[src/sv/c8ie_pkg.sv]
// Shared types, opcode constants and helper functions for the CHIP-8 execute unit.
// Used by the ALU, the top level and the testbench; depends on nothing else.
`timescale 1ns / 1ps

package c8ie_pkg;

  // Machine dimensions.
  localparam int MEM_BYTES   = 4096;
  localparam int MEM_AW      = 12;
  localparam int SCR_W       = 64;
  localparam int SCR_H       = 32;
  localparam int NUM_REGS    = 16;

  localparam logic [11:0] PC_RESET  = 12'h200;
  localparam logic [11:0] ADDR_LAST = 12'hFFF;
  localparam logic [15:0] INS_CLS   = 16'h00E0;
  localparam logic [3:0]  REG_FLAG  = 4'hF;

  // Operations carried by an input word.
  localparam logic [1:0] OP_EXEC  = 2'd0;
  localparam logic [1:0] OP_WRITE = 2'd1;
  localparam logic [1:0] OP_READ  = 2'd2;
  localparam logic [1:0] OP_PIXEL = 2'd3;

  // Top opcode nibbles.
  localparam logic [3:0] OPC_SYS   = 4'h0;
  localparam logic [3:0] OPC_JP    = 4'h1;
  localparam logic [3:0] OPC_SE_I  = 4'h3;
  localparam logic [3:0] OPC_SNE_I = 4'h4;
  localparam logic [3:0] OPC_SE_R  = 4'h5;
  localparam logic [3:0] OPC_LD_I  = 4'h6;
  localparam logic [3:0] OPC_ADD_I = 4'h7;
  localparam logic [3:0] OPC_ALU   = 4'h8;
  localparam logic [3:0] OPC_SNE_R = 4'h9;
  localparam logic [3:0] OPC_LDI   = 4'hA;
  localparam logic [3:0] OPC_JPV   = 4'hB;
  localparam logic [3:0] OPC_RND   = 4'hC;
  localparam logic [3:0] OPC_DRW   = 4'hD;
  localparam logic [3:0] OPC_MISC  = 4'hF;

  // Register-register ALU sub-codes (low nibble of 8XYN).
  localparam logic [3:0] AS_MOV  = 4'h0;
  localparam logic [3:0] AS_OR   = 4'h1;
  localparam logic [3:0] AS_AND  = 4'h2;
  localparam logic [3:0] AS_XOR  = 4'h3;
  localparam logic [3:0] AS_ADD  = 4'h4;
  localparam logic [3:0] AS_SUB  = 4'h5;
  localparam logic [3:0] AS_SHR  = 4'h6;
  localparam logic [3:0] AS_SUBN = 4'h7;
  localparam logic [3:0] AS_SHL  = 4'hE;

  // FX sub-codes.
  localparam logic [7:0] FS_ADDI  = 8'h1E;
  localparam logic [7:0] FS_BCD   = 8'h33;
  localparam logic [7:0] FS_STORE = 8'h55;
  localparam logic [7:0] FS_LOAD  = 8'h65;

  // Shared ALU operations.
  typedef enum logic [2:0] {
    ALU_PASS = 3'd0,
    ALU_OR   = 3'd1,
    ALU_AND  = 3'd2,
    ALU_XOR  = 3'd3,
    ALU_ADD  = 3'd4,
    ALU_SUB  = 3'd5,
    ALU_SHR  = 3'd6,
    ALU_SHL  = 3'd7
  } alu_op_t;

  typedef struct packed {
    logic [11:0] res;
    logic        flag;
    logic        zero;
  } alu_res_t;

  typedef struct packed {
    logic [1:0]  operation;
    logic [15:0] instruction;
    logic [11:0] address;
    logic [7:0]  write_data;
    logic [7:0]  random_byte;
  } in_t;

  typedef struct packed {
    logic [11:0] program_counter;
    logic [11:0] index_value;
    logic [7:0]  flag_value;
    logic [7:0]  target_value;
    logic [7:0]  read_data;
  } out_t;

  // Decimal digits {hundreds, tens, ones} by reciprocal multiplication.
  function automatic logic [11:0] bcd3(input logic [7:0] v);
    logic [15:0] ph;
    logic [1:0]  h;
    logic [6:0]  r;
    logic [14:0] pt;
    logic [3:0]  t;
    logic [3:0]  o;
    ph = 16'(v) * 16'd41;
    h  = ph[13:12];
    r  = 7'(v - 8'(h) * 8'd100);
    pt = 15'(r) * 15'd205;
    t  = pt[14:11];
    o  = 4'(r - 7'(t) * 7'd10);
    return {2'b00, h, t, o};
  endfunction

  // Places a sprite byte (MSB leftmost) at column col of a 64-pixel row, wrapping.
  function automatic logic [63:0] sprite_mask(input logic [7:0] bits, input logic [5:0] col);
    logic [63:0] ext;
    ext = '0;
    for (int k = 0; k < 8; k++) begin
      ext[k] = bits[7-k];
    end
    return (ext << col) | (ext >> (7'd64 - {1'b0, col}));
  endfunction

endpackage

[src/sv/c8ie_alu.sv]
// Shared arithmetic, logic, shift and compare unit of the execute sequencer.
// Depends on c8ie_pkg for the operation codes and result struct.
`timescale 1ns / 1ps

module c8ie_alu (
  input  c8ie_pkg::alu_op_t  op,
  input  logic [11:0]        a,
  input  logic [11:0]        b,
  output c8ie_pkg::alu_res_t y
);

  logic [12:0] sum;
  logic [12:0] diff;

  assign sum  = {1'b0, a} + {1'b0, b};
  assign diff = {1'b0, a} - {1'b0, b};

  // Result and flag per operation; flags follow 8-bit operand semantics.
  always_comb begin
    y.res  = b;
    y.flag = 1'b0;
    case (op)
      c8ie_pkg::ALU_PASS: y.res = b;
      c8ie_pkg::ALU_OR:   y.res = a | b;
      c8ie_pkg::ALU_AND:  y.res = a & b;
      c8ie_pkg::ALU_XOR:  y.res = a ^ b;
      c8ie_pkg::ALU_ADD: begin
        y.res  = sum[11:0];
        y.flag = sum[8];
      end
      c8ie_pkg::ALU_SUB: begin
        y.res  = diff[11:0];
        y.flag = ~diff[12];
      end
      c8ie_pkg::ALU_SHR: begin
        y.res  = {1'b0, a[11:1]};
        y.flag = a[0];
      end
      c8ie_pkg::ALU_SHL: begin
        y.res  = {a[10:0], 1'b0};
        y.flag = a[7];
      end
      default: y.res = b;
    endcase
    y.zero = (y.res == 12'd0);
  end

endmodule

[config.mk]
export PLATFORM = sky130hd
export DESIGN_NAME = c8ie_alu
export DESIGN_NICKNAME = d
export VERILOG_FILES = /design/src/sv/c8ie_pkg.sv /design/src/sv/c8ie_alu.sv
export SDC_FILE = /design/constraint.sdc
export NUM_CORES = 1
export LEC_CHECK = 0
export ABC_CLOCK_PERIOD_IN_PS = 8100
export BUFFER_PORTS_ARGS = -buffer_cell sky130_fd_sc_hd__buf_2
export CORE_MARGIN = 8
export CORE_UTILIZATION = 40
export DETAILED_ROUTE_END_ITERATION = 7
export MAX_ROUTING_LAYER = met4
export SLEW_MARGIN = 40
export SYNTH_ARGS = -nofsm -noshare
export SYNTH_HDL_FRONTEND = slang
export SYNTH_SLANG_ARGS = --single-unit
[constraint.sdc]
create_clock -name vclk -period 8.1
set_clock_uncertainty 0.2 [all_clocks]
set_input_delay 2.025 -clock vclk [all_inputs]
set_output_delay 2.025 -clock vclk [all_outputs]
set_load 0.05 [all_outputs]
======== Yosys cells after proc, flatten, opt, wreduce, memory -nomap -nowiden ========
Cells that the tools add are included.
storage, ports and cells
  flip-flop bits (word level) ............. 0
  latch bits .............................. 0
  bits in writable memories ............... 0
  memory bits (read-only) ................. 0
  input port bits ......................... 27
  word-level logic and storage cells ...... 17
  memories kept ........................... 0
cells by class
  add/sub/neg operators ................... 2
  multiply operators ...................... 0
  div/mod/pow operators ................... 0
  magnitude comparators ................... 0
  equality and inequality tests ........... 7
  shift-type cells ........................ 0
  mux-type cells .......................... 2
  bitwise gates (word level) .............. 4
  reductions and logical operators ........ 2
operator list
  cell                                                                   number
  12-bit case mux with 8 select lines                                    1
  12-bit by 12-bit subtractor with 13-bit output                         1
  12-bit adder                                                           1
  12-bit bitwise AND                                                     1
  3-bit equality test, second input constant                             4
  12-bit logical NOT                                                     1
  12-bit OR                                                              1
  12-bit bitwise XOR                                                     1
  3-bit by 2-bit equality test with 1-bit output, second input constant  2
  1-bit case mux with 4 select lines                                     1
  3-bit by 1-bit equality test with 1-bit output, second input constant  1
  3-bit logical NOT                                                      1
  1-bit NOT                                                              1

======== Logic depth before layout (Yosys ltp) ========
  depth in word-level cells ............... 3
  depth in mapped cells ................... 12

======== Worst setup path after synthesis ========
No wires, ideal clock.
  path type ............................... input -> output
  start ................................... input port a[0]
  end ..................................... output port y[0] (netlist bit)
  arrival time ............................ 5408 ps
  data required time ...................... 5875 ps
  path slack .............................. 467 ps
  stages on the path ...................... 12
  path buffers ............................ 0
  cell sequence ........................... inv_1 > ha_1 > inv_1 > fa_1 > nor2b_1 > o31ai_1 > xnor2_1 > a21oi_1 > a31oi_1 > or4_1 > nor4_2 > nor4b_2
RTL lines
  item             line           source
  start, declared  c8ie_alu.sv:7  input logic [11:0] a,
  end, declared    c8ie_alu.sv:9  output c8ie_pkg::alu_res_t y

==> run summary <==
STATUS
--------------------------------------------------------------------------------------
Run status                                                                   completed

FINISH
--------------------------------------------------------------------------------------
Number of clock buffers in the layout                                                0
Share of post-route cells with drive strength above 1                            16.6%
Final antenna diode count                                                            0
Synth-to-Final Area Change                                                       8.29%
Number of flip-flops and latches                                                     0
Area of all sequential standard cells                                            0 um2
Total number of nets in the final design                                           444

WORST HOLD PATH
--------------------------------------------------------------------------------------
Hold path cells                                                                      4
Worst hold endpoint                                                               y[6]
Worst hold path class                                                     input pin to output pin
HP Start                                                                          b[4]

PLACED DESIGN
--------------------------------------------------------------------------------------
Final HPWL from detailed placement                                             6130 um
Pre-CTS WS                                                                      745 ps
PortBufs                                                                            41
Gp weighted congestion                                                            1.00

LOGIC SYNTHESIS
--------------------------------------------------------------------------------------
Portion of synthesized cell area occupied by the leading cell type               20.8%
Most repeated cell in the gate-level netlist after synthesis                      ha_1
Syn Std Cell Area                                                             2400 um2
Post-Syn Nets                                                                      421
Number of distinct standard cells referenced by the synthesized netlist             67
Post-synthesis area per instance                                              6.82 um2
Yosys warning total                                                                  0
Synth area leader                                                                 ha_1
Sequential fraction of the synthesis area                                           0%
Cell count after synthesis                                                         352
Dominant cells by area after synthesis                                    ha_1 21%, a21oi_1 7.5%, inv_1 5.9%
Most numerous cell types in the synthesized netlist                       40 x ha_1, 38 x inv_1, 36 x a21oi_1

SETUP PATH
--------------------------------------------------------------------------------------
CP endpoint kind                                                            output pin
Required time of the critical path                                             5880 ps
CP max FO                                                                            3
Worst EP arrival                                                               5130 ps
Kind of launch point of the worst setup path                                 input pin
Type of the worst setup path                                              input pin to output pin

DIE
--------------------------------------------------------------------------------------
Number of top-level pins                                                            41
Die area                                                                      8740 um2
Horizontal die dimension                                                       93.5 um
Initial Util                                                                     41.0%
Site Rows                                                                           28
Core outline area                                                             5850 um2
Die Y-Extent                                                                   93.5 um

POWER
--------------------------------------------------------------------------------------
Peak supply drop                                                             0.0530 mV
Leakage power                                                               0.00126 uW
Total power divided by cell area                                           79.8 nW/um2

TIMING
--------------------------------------------------------------------------------------
Final cycle utilization of the critical path                                     90.8%
Sum Neg Setup Slack                                                               0 ps
Number of max-slew violations in the final report                                    0
Hold Fails Final Rpt                                                                 0
Total of endpoints with negative setup slack in the final report                     0
Smallest setup slack after layout                                               746 ps
Unrepaired setup endpoints after global routing                                     no
Tmin final                                                                     7350 ps
Fmax                                                                           136 MHz
Headroom to the max-slew limit                                                   50.9%
Worst Tran Pin Value                                                            735 ps

CLOCK TREE
--------------------------------------------------------------------------------------
Post-CTS setup repair buffer count                                                   0
Count of instances resized after the clock tree is built                             0
Count of hold-fix buffers inserted at cts                                            0

ROUTE
--------------------------------------------------------------------------------------
Routed Antenna Nets                                                                  0
Number of vias in the routed layout                                               2688
Number of design rule violations left after detail routing                           0
Final wirelength                                                               7780 um
Vias per Instance                                                                 6.00
Detailed-route wire length per cell                                            17.4 um
First-pass iteration count of the detailed router                                    5
Detailed Route Iter0 Violations                                                    222

GLOBAL ROUTE
--------------------------------------------------------------------------------------
Maximum number of pins on one net before global-route repair                        30
Vias in the first global route                                                    2486
Antenna violations before repair                                                     0
Wire length of the first global-routing pass                                  12600 um
Grt total ovfl                                                                       0
Overall Global Routing Usage                                                     17.7%

FLOW RUN
--------------------------------------------------------------------------------------
Maximum Capacitance Violations                                                       0

[stage by stage]
stage	instances	instance area [um2]	total power (uW)	util, %	hold WS (ps)
floorplan	352	2400	153	-	4130
global placement	448	2600	204	44.4	4340
detailed placement	448	2600	204	44.4	4350
CTS	448	2600	205	44.4	4350
global route	448	2600	225	44.4	4380
finish	448	2600	207	44.4	4350
[kinds of logic (layout without fill, tap and decap cells)]
group | after synthesis | count (layout) | share of synthesized area (%)
xor+xnor | 6 | 6 | 2.19
compound gates | 113 | 113 | 30.6
simple gates | 112 | 112 | 25.0
buf+inv | 65 | 86 | 12.0
mux | 14 | 14 | 7.71
fa+ha+maj | 42 | 42 | 22.5
[routing by layer]
| metal | GRT usage [%] | wire, um | vias to the layer above |
|---|---|---|---|
| li1 | - | - | 1308 |
| met5 | - | 0 | - |
| met1 | 24.7 | 3660 | 1278 |
| met4 | 1.61 | 34 | 0 |
| met3 | 1.20 | 494 | 6 |
| met2 | 28.0 | 3590 | 96 |
[cell type report]
cell class / instances / area (um2)
multi-input combinational: 287 / 2110
fill: 635 / 3250
tap: 75 / 93.8
timing repair buffer: 46 / 243
inverter: 40 / 150
[power by group]
group	switching, uW	leakage [uW]	internal (uW)
Sequential	0	0	0
Combinational	137	0.00126	70.7
Clock	0	0	0
[placed cells by master, fill, tap and decap left out, types with 3 or more instances in the layout]
cell / Yosys / routed
buf_4: 1 / 5
inv_1: 38 / 38
o21ai_0: 21 / 21
o31ai_1: 3 / 3
nor3_1: 16 / 16
xor2_1: 3 / 3
a21o_1: 7 / 7
a21oi_1: 36 / 36
nand2b_1: 9 / 9
nor2b_1: 7 / 7
and3_1: 4 / 4
nor3b_1: 4 / 4
xnor2_1: 3 / 3
nor2_1: 20 / 20
nand3_1: 5 / 5
a221oi_1: 3 / 3
a31oi_1: 7 / 7
mux4_2: 3 / 3
o211ai_1: 3 / 3
ha_1: 40 / 40
mux2i_1: 8 / 8
buf_2: 7 / 41
or2_2: 5 / 5
nand2_1: 25 / 25
a211oi_1: 7 / 7
or3_1: 3 / 3
[worst max-delay path by stage]
stage,start,to,slack [ps]
finish,a[0],y[0],750
CTS,a[0],y[0],730
global placement,a[0],y[0],750
global route,a[0],y[0],630
floorplan,a[0],y[0],470
detailed placement,a[0],y[0],750
[critical path, cell delays in order]
cell and delay, ps:
buf_2 110, inv_1 90, ha_1 170, inv_1 50, fa_1 420, mux4_2 450
mux2_4 280, or3_1 360, or4_1 450, nor4_2 200, nor4b_2 220, buf_2 300
No activity file was read; power rests on OpenSTA's default activity.
