### config.mk
export PLATFORM = sky130hd
export DESIGN_NAME = c8ie_ram
export DESIGN_NICKNAME = d
export VERILOG_FILES = /design/src/sv/c8ie_ram.sv
export SDC_FILE = /design/constraint.sdc
export NUM_CORES = 1
export LEC_CHECK = 0
export BUFFER_PORTS_ARGS = -buffer_cell sky130_fd_sc_hd__buf_4
export CAP_MARGIN = 20
export CORE_MARGIN = 5
export CORE_UTILIZATION = 30
export CTS_CLUSTER_DIAMETER = 40
export DETAILED_ROUTE_END_ITERATION = 8
export PLACE_DENSITY_LB_ADDON = 0.15
export SLEW_MARGIN = 20
export SYNTH_ARGS = -nofsm -noshare
export SYNTH_HDL_FRONTEND = slang
export SYNTH_SLANG_ARGS = --single-unit
### constraint.sdc
create_clock -name clk -period 5.4 [get_ports clk]
set_clock_uncertainty 0.15 [all_clocks]
set_input_delay 1.08 -clock clk [delete_from_list [all_inputs] [get_ports clk]]
set_output_delay 1.08 -clock clk [all_outputs]
set_load 0.02 [all_outputs]
### src/sv/c8ie_ram.sv
// Generic single-write, single-read RAM with registered read data.
// Standalone; used for the register file, program memory and frame buffer.
`timescale 1ns / 1ps

module c8ie_ram #(
  parameter int WIDTH = 8,
  parameter int DEPTH = 16
) (
  input  logic                     clk,
  input  logic                     we,
  input  logic [$clog2(DEPTH)-1:0] waddr,
  input  logic [WIDTH-1:0]         wdata,
  input  logic [$clog2(DEPTH)-1:0] raddr,
  output logic [WIDTH-1:0]         rdata
);

  logic [WIDTH-1:0] mem [DEPTH];

  // One write and one registered read each cycle.
  always_ff @(posedge clk) begin
    if (we) begin
      mem[waddr] <= wdata;
    end
    rdata <= mem[raddr];
  end

endmodule

Word level (Yosys, flattened, before mapping)
Memory sizes are Yosys's and may differ from the RTL's. A register that Yosys moved wholly into a read port is not among the register bits.
Cells that the tools add are included.
{"block": "op_classes", "mux": 2}
{"cell": "two-way mux 1 bit", "n": 2}
{"block": "word_totals", "register_bits": 0, "ram_bits": 128, "inputBits": 18, "elab_cells": 3, "memories": 1}
{"name": "mem", "depth": 16, "width": 8, "rd": 1, "rd_ports_with_merged_regs": 1, "wr": 1, "line": "17", "source": "logic [WIDTH-1:0] mem [DEPTH];"}

Logic depth before layout (Yosys ltp)
Gate-level depths: netlist of run 1.
{"block": "depth", "ltp_word": 2, "mapped_depth": 5, "ltp_nobuf": 3}

Least setup slack after synthesis of run 1
Ideal clock, no wire load.
{"block": "synth_timing", "path_kind": "input-to-reg", "from": "input port waddr[2]", "to": "memory mem[0][0], enable pin", "setup_ps": 383, "t_arrival_ps": 2190, "path_slack_ps": 2677, "path_stages": 2, "path_cell_list": "or3b_2 > nor3_1"}
{"item": "from (decl)", "line": "11", "source": "input logic [$clog2(DEPTH)-1:0] waddr,"}
{"item": "to (decl)", "line": "17"}
Straight into the memory's write port.

==> run_results.csv, run 1 <==
group,metric,value,unit
drt,vias,2360,
drt,postRouteAntennaNets,0,
sta,min_period,2.564,ns
outcome,outcome,"finished clean",
worst_setup_path,cp_cell_sequence,"buf_4 -> mux4_1 -> a22oi_1 -> nand2_1",
min_path,min_path_type,"flip-flop to flip-flop",
yosys,syn-mean-instance-area,22.48,um2
worst_setup_path,cp_slowest_cell,"mux4_1",
yosys,synth_edf_count,128,
yosys,ys_top_cells_by_area,"edfxtp_1 75%, mux4_2 7.9%, mux4_1 7.1%",
grt,grt_pass1_vias,2506,
sta,fmax,389.9,MHz
sta,slew_headroom,27.91,%
min_path,holdPathEnd,"rdata[6]",
power_and_ir_drop,power_leakage,2.001,nW
cells_and_area,nNetsFinal,285,
drt,drt-pass1-iter-count,4,
sta,final_max_slew_viol_count,0,
cells_and_area,syn2layout_area_growth,18.50,%
grt,overflow,0,
die,fp.dieW,141.0,um
power_and_ir_drop,cellPowerDensity,388.5,mW/mm2
worst_setup_path,r2r_slack,3.82,ns
sta,setup_tns,0,ns
clock_network,cts_hold_buf,0,
yosys,synth-seq-cells,136,
clock_network,cts_tree,"done",
die,die_area,0.01988,mm2
grt,grt_use_total,12.12,%
yosys,async_flop_share,0,%
min_path,hold_depth,3,
worst_setup_path,cp_data_arrival_time,2.70,ns
yosys,synth_top_flop_cell,"edfxtp_1",
sta,hold_viol,0,
power_and_ir_drop,ir_worst_vdd,0.2490,mV
sta,setup_ws,2.836,ns
worst_setup_path,r2r-start,"mem[9][3]",
grt,grt_max_degree,33,
yosys,ys_seq_area_share,77.78,%
sta,period_share,47.49,%
grt,antenna_found_initial,0,
cells_and_area,fillers,1583,
clock_network,cts_setup_buffers,0,
drt,wl_per_cell,22.43,um
worst_setup_path,critPathMaxFanout,32,
worst_setup_path,cp_top_family,"multiplexers",
clock_network,cts.clk_slew.worst_paths,0.05,ns
place,place_congestion,0.7256,
die,core,0.01670,mm2
worst_setup_path,path_buf_inv,1,
power_and_ir_drop,power,2.370,mW
worst_setup_path,setup.worst_path.end_class,"flip-flop",
place,place_hpwl,7.198,mm
min_path,hp-start,"mem[14][6]",
sta,worst_pin_slew,1.077,ns
clock_network,cts_root_buf,"clkbuf_16",
grt,grt_pass1_wl,16.73,mm
clock_network,cts_made_buffers,17,
worst_setup_path,timing_worst_setup_path_type,"input port to flip-flop",
die,initial_core_util,30.82,%
yosys,syn-num-nets,247,
drt,routed_wl,11.22,mm
sta,setup_viol,0,
yosys,synth_top_cell_area_share,74.67,%
die,die_h,141.0,um
yosys,synth_area,0.005147,mm2
run,timing.max_cap.violations,0,
drt,drc_errors,0,
yosys,synth.most_common_cell,"edfxtp_1",
cells_and_area,drive_gt1_share,25.71,%
yosys,yosys_warnings,0,
die,num_rows,47,
drt,drt_iter0_drc,186,
worst_setup_path,reg2reg_to,"rdata[3]",
worst_setup_path,startpoint_type,"input port",
place,io_buffer_count,25,
worst_setup_path,slowest_delay,0.63,ns
yosys,synth_area_leader_cell,"edfxtp_1",
clock_network,clock_path_buffers,2,
drt,vias_per_cell,4.720,
yosys,syn_inst,229,
clock_network,h-tree-depth,4,
place,place_ws,2.370,ns
clock_network,cts.sinks,136,
worst_setup_path,worst_ep_required_time,5.53,ns
die,io_pins,26,
clock_network,ctsResizeCount,0,
worst_setup_path,setup.worst_path.start,"raddr[0]",
worst_setup_path,r2r_cells,3,
sta,rsz0062_at_grt,"no",
yosys,ys_types,19,
clock_network,clock_latency,0.41,ns
yosys,synth_common_cells,"128 x edfxtp_1, 18 x mux4_2, 16 x a22oi_1",
cells_and_area,n_antenna_cell,0,
[cell usage in the layout, fill, tap and decap left out]
cell / n
mux4_2: 18
nand3_1: 1
clkinv_1: 1
nand2_1: 9
mux4_1: 14
or3b_2: 1
nor3_1: 3
and2b_1: 1
nor2b_1: 1
clkbuf_8: 3
nand2b_1: 2
nor2_1: 13
dfxtp_1: 8
buf_4: 29
and2_1: 1
nand3b_1: 2
edfxtp_1: 128
bufinv_16: 1
clkbuf_16: 17
a22oi_1: 16
nor3_2: 1
clkinv_2: 2
clkbuf_1: 8
[worst max path at each step]
stage                end  slack (ns)  cells after the start
6_report        rdata[3]        2.84                      4
5_1_grt         rdata[3]        2.78                      4
3_3_place_gp   mem[4][5]        2.20                      3
4_1_cts        mem[2][4]        2.81                      3
2_1_floorplan  mem[0][0]        2.68                      2
3_5_place_dp   mem[2][1]        2.37                      3
[registers in the layout (all words and copies together) (netlist names)]
register  cells
rdata         8
mem         128
[metal layers]
| metal | up-vias | global-route usage (%) | routed length [um] |
|---|---|---|---|
| met5 | - | 0 | 0 |
| met1 | 1228 | 17.21 | 5237 |
| met3 | 19 | 2.845 | 608 |
| met2 | 62 | 17.21 | 5079 |
| li1 | 1051 | - | - |
| met4 | 0 | 6.578 | 291 |
[layout make-up]
class	count	area (um2)	share of cell area, %
Clock buffer	28	496.7	8.144
Clock inverter	4	43.79	0.7179
Multi-Input combinational cell	83	1062	17.42
Sequential cell	136	4004	65.64
Tap cell	220	275.3	4.513
Timing Repair Buffer	29	217.7	3.569
[through the flow]
stage               util [%]  cell area (um2)  hold slack (ns)  instances
global placement       33.21             5547           0.5231        467
detailed placement     33.29             5559           0.5239        468
CTS                    36.52             6100           0.5365        500
global route           36.52             6100           0.5631        500
finish                 36.52             6100           0.5236        500
floorplan                  -             5147           0.4793        229
[report_power, final]
part           leakage [nW]  switching (mW)  internal (mW)
clock network         0.264           0.391          0.667
logic                 0.513          0.0724         0.0499
registers              1.22         0.00902           1.18
total                  2.00           0.472           1.90
[worst min-delay path, stage by stage, from the launching register on]
cell and delay, ns:
edfxtp_1 0.31, mux4_2 0.22, a22oi_1 0.06, nand2_1 0.05
[cells by family after synthesis]
kind of cell           Yosys count  synth area share [%]
AO/OA/AOI/OAI                   16                 2.334
buffers and inverters           10                 1.677
flip-flops                     136                 77.78
multiplexers                    32                 15.02
AND/OR/NAND/NOR                 35                 3.184
No activity file was read; power rests on OpenSTA's default activity.
==> inputs of run 2 (changes only) <==
==> constraint.sdc (replaced) <==
create_clock -name clk -period 2.53 [get_ports clk]
set_clock_uncertainty 0.15 [all_clocks]
set_input_delay 0.506 -clock clk [delete_from_list [all_inputs] [get_ports clk]]
set_output_delay 0.506 -clock clk [all_outputs]
set_load 0.02 [all_outputs]
==> run_results.csv, run 2 (synthesized netlist as in run 1, its figures left out) <==
group,metric,value,unit
outcome,outcome,"finished clean",
cells_and_area,drive_gt1_share,32.78,%
cells_and_area,syn2layout_area_growth,23.14,%
place,placed_cell_area,0.005752,mm2
cells_and_area,top_regs,"mem (128), rdata (8)",
worst_setup_path,worst_ep_required_time,2.67,ns
die,initial_core_util,30.82,%
clock_network,cts_tree,"done",
grt,overflow,0,
worst_setup_path,slowest_delay,0.60,ns
grt,grt_use_total,11.77,%
drt,drt_iter0_drc,192,
die,die_h,141.0,um
run,timing.max_cap.violations,0,
worst_setup_path,reg2reg_to,"rdata[3]",
cells_and_area,final_common_cell,"edfxtp_1",
sta,setup_viol,0,
drt,postRouteAntennaNets,0,
power_and_ir_drop,ir_worst_vdd,0.4596,mV
drt,wl_per_cell,20.72,um
place,place_hpwl,7.374,mm
grt,grt_pass1_wl,16.42,mm
drt,routed_wl,10.81,mm
worst_setup_path,r2r-start,"mem[9][3]",
power_and_ir_drop,power,5.225,mW
cells_and_area,final_cell_mix,"128 x edfxtp_1, 50 x buf_4, 18 x mux4_2",
die,fp.dieW,141.0,um
sta,setup_tns,0,ns
grt,grt_pass1_vias,2617,
clock_network,clock_latency,0.41,ns
min_path,min_path_type,"input port to flip-flop",
sta,worst_pin_slew,0.6886,ns
clock_network,clock_path_buffers,2,
clock_network,cts_setup_buffers,0,
drt,drt-pass1-iter-count,4,
worst_setup_path,setup.worst_path.end_class,"flip-flop",
worst_setup_path,r2r_slack,0.96,ns
cells_and_area,fillers,1541,
place,io_buffer_count,25,
sta,period_share,70.52,%
place,place_congestion,0.6917,
worst_setup_path,startpoint_type,"input port",
clock_network,ctsResizeCount,0,
cells_and_area,max_flop_register,"mem",
worst_setup_path,cp_slowest_cell,"mux4_1",
drt,vias,2402,
sta,fmax,560.5,MHz
worst_setup_path,cp_data_arrival_time,1.92,ns
clock_network,cts_hold_buf,0,
grt,grt_max_degree,28,
cells_and_area,largest_reg_flops,128,
power_and_ir_drop,power_leakage,2.156,nW
power_and_ir_drop,cellPowerDensity,824.4,mW/mm2
die,num_rows,47,
die,core,0.01670,mm2
min_path,holdPathEnd,"mem[6][5]",
clock_network,cts.clk_slew.worst_paths,0.05,ns
clock_network,cts_made_buffers,17,
sta,final_max_slew_viol_count,0,
sta,min_period,1.784,ns
drt,vias_per_cell,4.602,
sta,rsz0062_at_grt,"no",
clock_network,cts_root_buf,"clkbuf_16",
worst_setup_path,timing_worst_setup_path_type,"input port to flip-flop",
cells_and_area,final_area,0.006339,mm2
die,io_pins,26,
worst_setup_path,r2r_cells,3,
cells_and_area,nNetsFinal,308,
sta,slew_headroom,53.93,%
cells_and_area,n_antenna_cell,0,
clock_network,cts.sinks,136,
min_path,hp-start,"wdata[5]",
sta,hold_viol,0,
grt,antenna_found_initial,0,
drt,drc_errors,0,
clock_network,h-tree-depth,4,
die,die_area,0.01988,mm2
worst_setup_path,critPathMaxFanout,14,
min_path,hold_depth,1,
worst_setup_path,cp_cell_sequence,"buf_4 -> buf_12 -> mux4_1 -> a22oi_1 -> nand2_1",
[run 2: changes by cell type in the layout (fill, tap and decap cells not counted), sizes merged]
cell / delta
buf: +23
clkbuf: -8
clkinv: +4
bufinv: +2
clkinvlp: +1
[run 2: cell type report]
class                   count  area [um2]  area share [%]
clock buffers              20       456.7           7.205
clock inverters            11       130.1           2.053
flip-flops and latches    136        4004           63.17
multi-input cells          83        1057           16.68
well taps                 220       275.3           4.343
repair buffers             52       415.4           6.553
[run 2: power by group]
| group | internal [mW] | switching, mW |
|---|---|---|
| clock | 1.58 | 0.837 |
| combinational | 0.122 | 0.153 |
| sequential | 2.52 | 0.0158 |
[run 2: routing by layer]
metal  share of wire [%]  track usage, %
met1                  44           14.95
met2                  49           18.57
met3                 5.1           4.233
met4                 1.3           4.437
met5                   0               0
[run 2: stage by stage]
stage                     std cells  setup WS (ns)  hold slack (ns)  utilization [%]
final                           522         0.7457           0.2671            37.95
after global routing            522         0.7058           0.2713            37.95
after CTS                       522         0.7315           0.2598            37.95
after detailed placement        491         0.3098           0.5199            34.44
after global placement          491         0.3184           0.5116            34.44
after floorplan                 229         0.3811           0.4549                -
[run 2: worst max-delay path: cells and delay by family]
kind	cells	cell delay [ns]
buffers and inverters	2	0.43
multiplexers	1	0.60
AND/OR/NAND/NOR	1	0.08
AO/OA/AOI/OAI	1	0.29
[run 2: how the worst max path moves through the flow]
stage                 to  cells after the start  startpoint  slack [ns]
3_3_place_gp    rdata[2]                      5    raddr[0]        0.32
3_5_place_dp    rdata[2]                      5    raddr[0]        0.31
5_1_grt         rdata[1]                      5    raddr[0]        0.71
2_1_floorplan  mem[0][0]                      2    waddr[2]        0.38
4_1_cts         rdata[2]                      5    raddr[0]        0.73
6_report        rdata[2]                      5    raddr[0]        0.75
==> inputs of run 3 (changes only) <==
==> constraint.sdc (replaced) <==
create_clock -name clk -period 1.64 [get_ports clk]
set_clock_uncertainty 0.15 [all_clocks]
set_input_delay 0.328 -clock clk [delete_from_list [all_inputs] [get_ports clk]]
set_output_delay 0.328 -clock clk [all_outputs]
set_load 0.02 [all_outputs]
==> run_results.csv, run 3 (synthesized netlist as in run 1, its figures left out) <==
group,metric,value,unit
die,num_rows,47,
worst_setup_path,slowest_delay,0.53,ns
sta,setup_viol,0,
sta,slew_headroom,38.32,%
drt,vias_per_cell,4.670,
clock_network,clock_latency,0.41,ns
sta,final_max_slew_viol_count,0,
clock_network,h-tree-depth,4,
drt,drt_iter0_drc,116,
grt,antenna_found_initial,0,
worst_setup_path,setup.worst_path.end_class,"flip-flop",
cells_and_area,final_area,0.006502,mm2
worst_setup_path,cp_cell_sequence,"mux4_1 -> a22oi_1 -> nand2_1",
die,fp.dieW,141.0,um
place,placed_cell_area,0.005867,mm2
clock_network,cts_tree,"done",
cells_and_area,drive_gt1_share,36.10,%
cells_and_area,seq_area,0.004004,mm2
worst_setup_path,startpoint_type,"flip-flop",
place,place_inst,501,
cells_and_area,largest_reg_flops,128,
sta,period_share,95.88,%
place,place_congestion,0.7122,
clock_network,cts_setup_buffers,0,
worst_setup_path,r2r_cells,3,
place,place_ws,-0.2621,ns
cells_and_area,final_common_cell,"edfxtp_1",
cells_and_area,stdcell_count,533,
worst_setup_path,cp_slowest_cell,"mux4_1",
clock_network,cts.sinks,136,
worst_setup_path,critPathMaxFanout,1,
clock_network,cts_made_buffers,17,
worst_setup_path,timing_worst_setup_path_type,"flip-flop to flip-flop",
worst_setup_path,r2r_slack,0.07,ns
sta,setup_tns,0,ns
drt,postRouteAntennaNets,0,
place,place_hpwl,7.417,mm
power_and_ir_drop,cellPowerDensity,1294,mW/mm2
drt,drc_errors,0,
clock_network,cts_hold_buf,0,
grt,grt_pass1_wl,16.77,mm
sta,min_period,1.572,ns
drt,vias,2489,
die,die_h,141.0,um
place,io_buffer_count,25,
cells_and_area,n_antenna_cell,0,
cells_and_area,multi_input_area,0.001072,mm2
power_and_ir_drop,power_leakage,2.222,nW
clock_network,ctsResizeCount,0,
sta,hold_viol,0,
grt,grt_use_total,12.16,%
cells_and_area,final_cell_mix,"128 x edfxtp_1, 58 x buf_4, 18 x mux4_2",
worst_setup_path,setup.worst_path.start,"mem[1][2]",
worst_setup_path,r2r-start,"mem[1][2]",
cells_and_area,syn2layout_area_growth,26.32,%
cells_and_area,top_regs,"mem (128), rdata (8)",
drt,drt-pass1-iter-count,4,
grt,grt_pass1_vias,2638,
sta,rsz0062_at_grt,"no",
die,io_pins,26,
sta,worst_pin_slew,0.9233,ns
clock_network,cts.clk_slew.worst_paths,0.06,ns
drt,wl_per_cell,21.14,um
worst_setup_path,worst_ep_required_time,1.78,ns
min_path,hp-start,"wdata[5]",
cells_and_area,nNetsFinal,318,
sta,setup_ws,0.06760,ns
clock_network,cts_root_buf,"clkbuf_16",
sta,fmax,636.0,MHz
worst_setup_path,endpoint,"rdata[2]",
min_path,min_path_type,"input port to flip-flop",
clock_network,clock_path_buffers,2,
outcome,outcome,"finished clean",
grt,overflow,0,
cells_and_area,fillers,1550,
die,die_area,0.01988,mm2
power_and_ir_drop,ir_worst_vdd,0.7030,mV
grt,grt_max_degree,17,
worst_setup_path,reg2reg_to,"rdata[2]",
drt,routed_wl,11.27,mm
die,initial_core_util,30.82,%
cells_and_area,max_flop_register,"mem",
worst_setup_path,cp_data_arrival_time,1.71,ns
run,timing.max_cap.violations,0,
die,core,0.01670,mm2
## run 3: cell count changes in the layout (fill, tap and decap cells not counted), sizes merged
cell	before	now
buf	52	62
clkinv	7	4
clkinvlp	1	4
bufinv	3	5
clkbuf	20	19
## run 3: metrics by stage
step | utilization (%) | total power, mW | hold WS (ns)
after floorplan | - | 4.201 | 0.2769
final | 38.93 | 8.417 | 0.08151
after global routing | 38.93 | 8.691 | 0.07646
after global placement | 35.13 | 4.440 | 0.4882
after CTS | 38.93 | 8.510 | 0.06653
after detailed placement | 35.13 | 4.444 | 0.5049
## run 3: how the worst min path moves through the flow
stage / to / slack [ns] / cells past startpoint
2_1_floorplan: mem[0][0] / 0.28 / 0
3_3_place_gp: mem[7][5] / 0.49 / 1
3_5_place_dp: mem[5][0] / 0.50 / 1
4_1_cts: mem[0][0] / 0.07 / 1
5_1_grt: mem[0][7] / 0.08 / 1
6_report: mem[14][5] / 0.08 / 1
## run 3: cell type report
type,instances,area share [%]
Sequential cell,136,61.57
Clock inverter,13,3.117
Timing Repair Buffer,62,7.928
Tap cell,220,4.233
Clock buffer,19,6.658
Multi-Input combinational cell,83,16.49
## run 3: report_power, final
group          switching [mW]  internal, mW  total, mW
sequential             0.0215          3.89       3.91
clock                    1.37          2.68       4.06
combinational           0.242         0.208      0.450
## run 3: routing by layer
layer | vias up | global-route usage [%] | part of all wire (%)
met5 | - | 0 | 0
met4 | 0 | 5.558 | 2.2
li1 | 1117 | - | -
met3 | 16 | 3.285 | 3.4
met1 | 1305 | 16.61 | 48
met2 | 51 | 18.20 | 47
## run 3: worst max-delay path, delay by kind of cell, from the launching register on
family	cells	cell delay (ns)
muxes	1	0.53
DFF	1	0.36
AOI/OAI and AO/OA	1	0.30
and+or+nand+nor	1	0.11
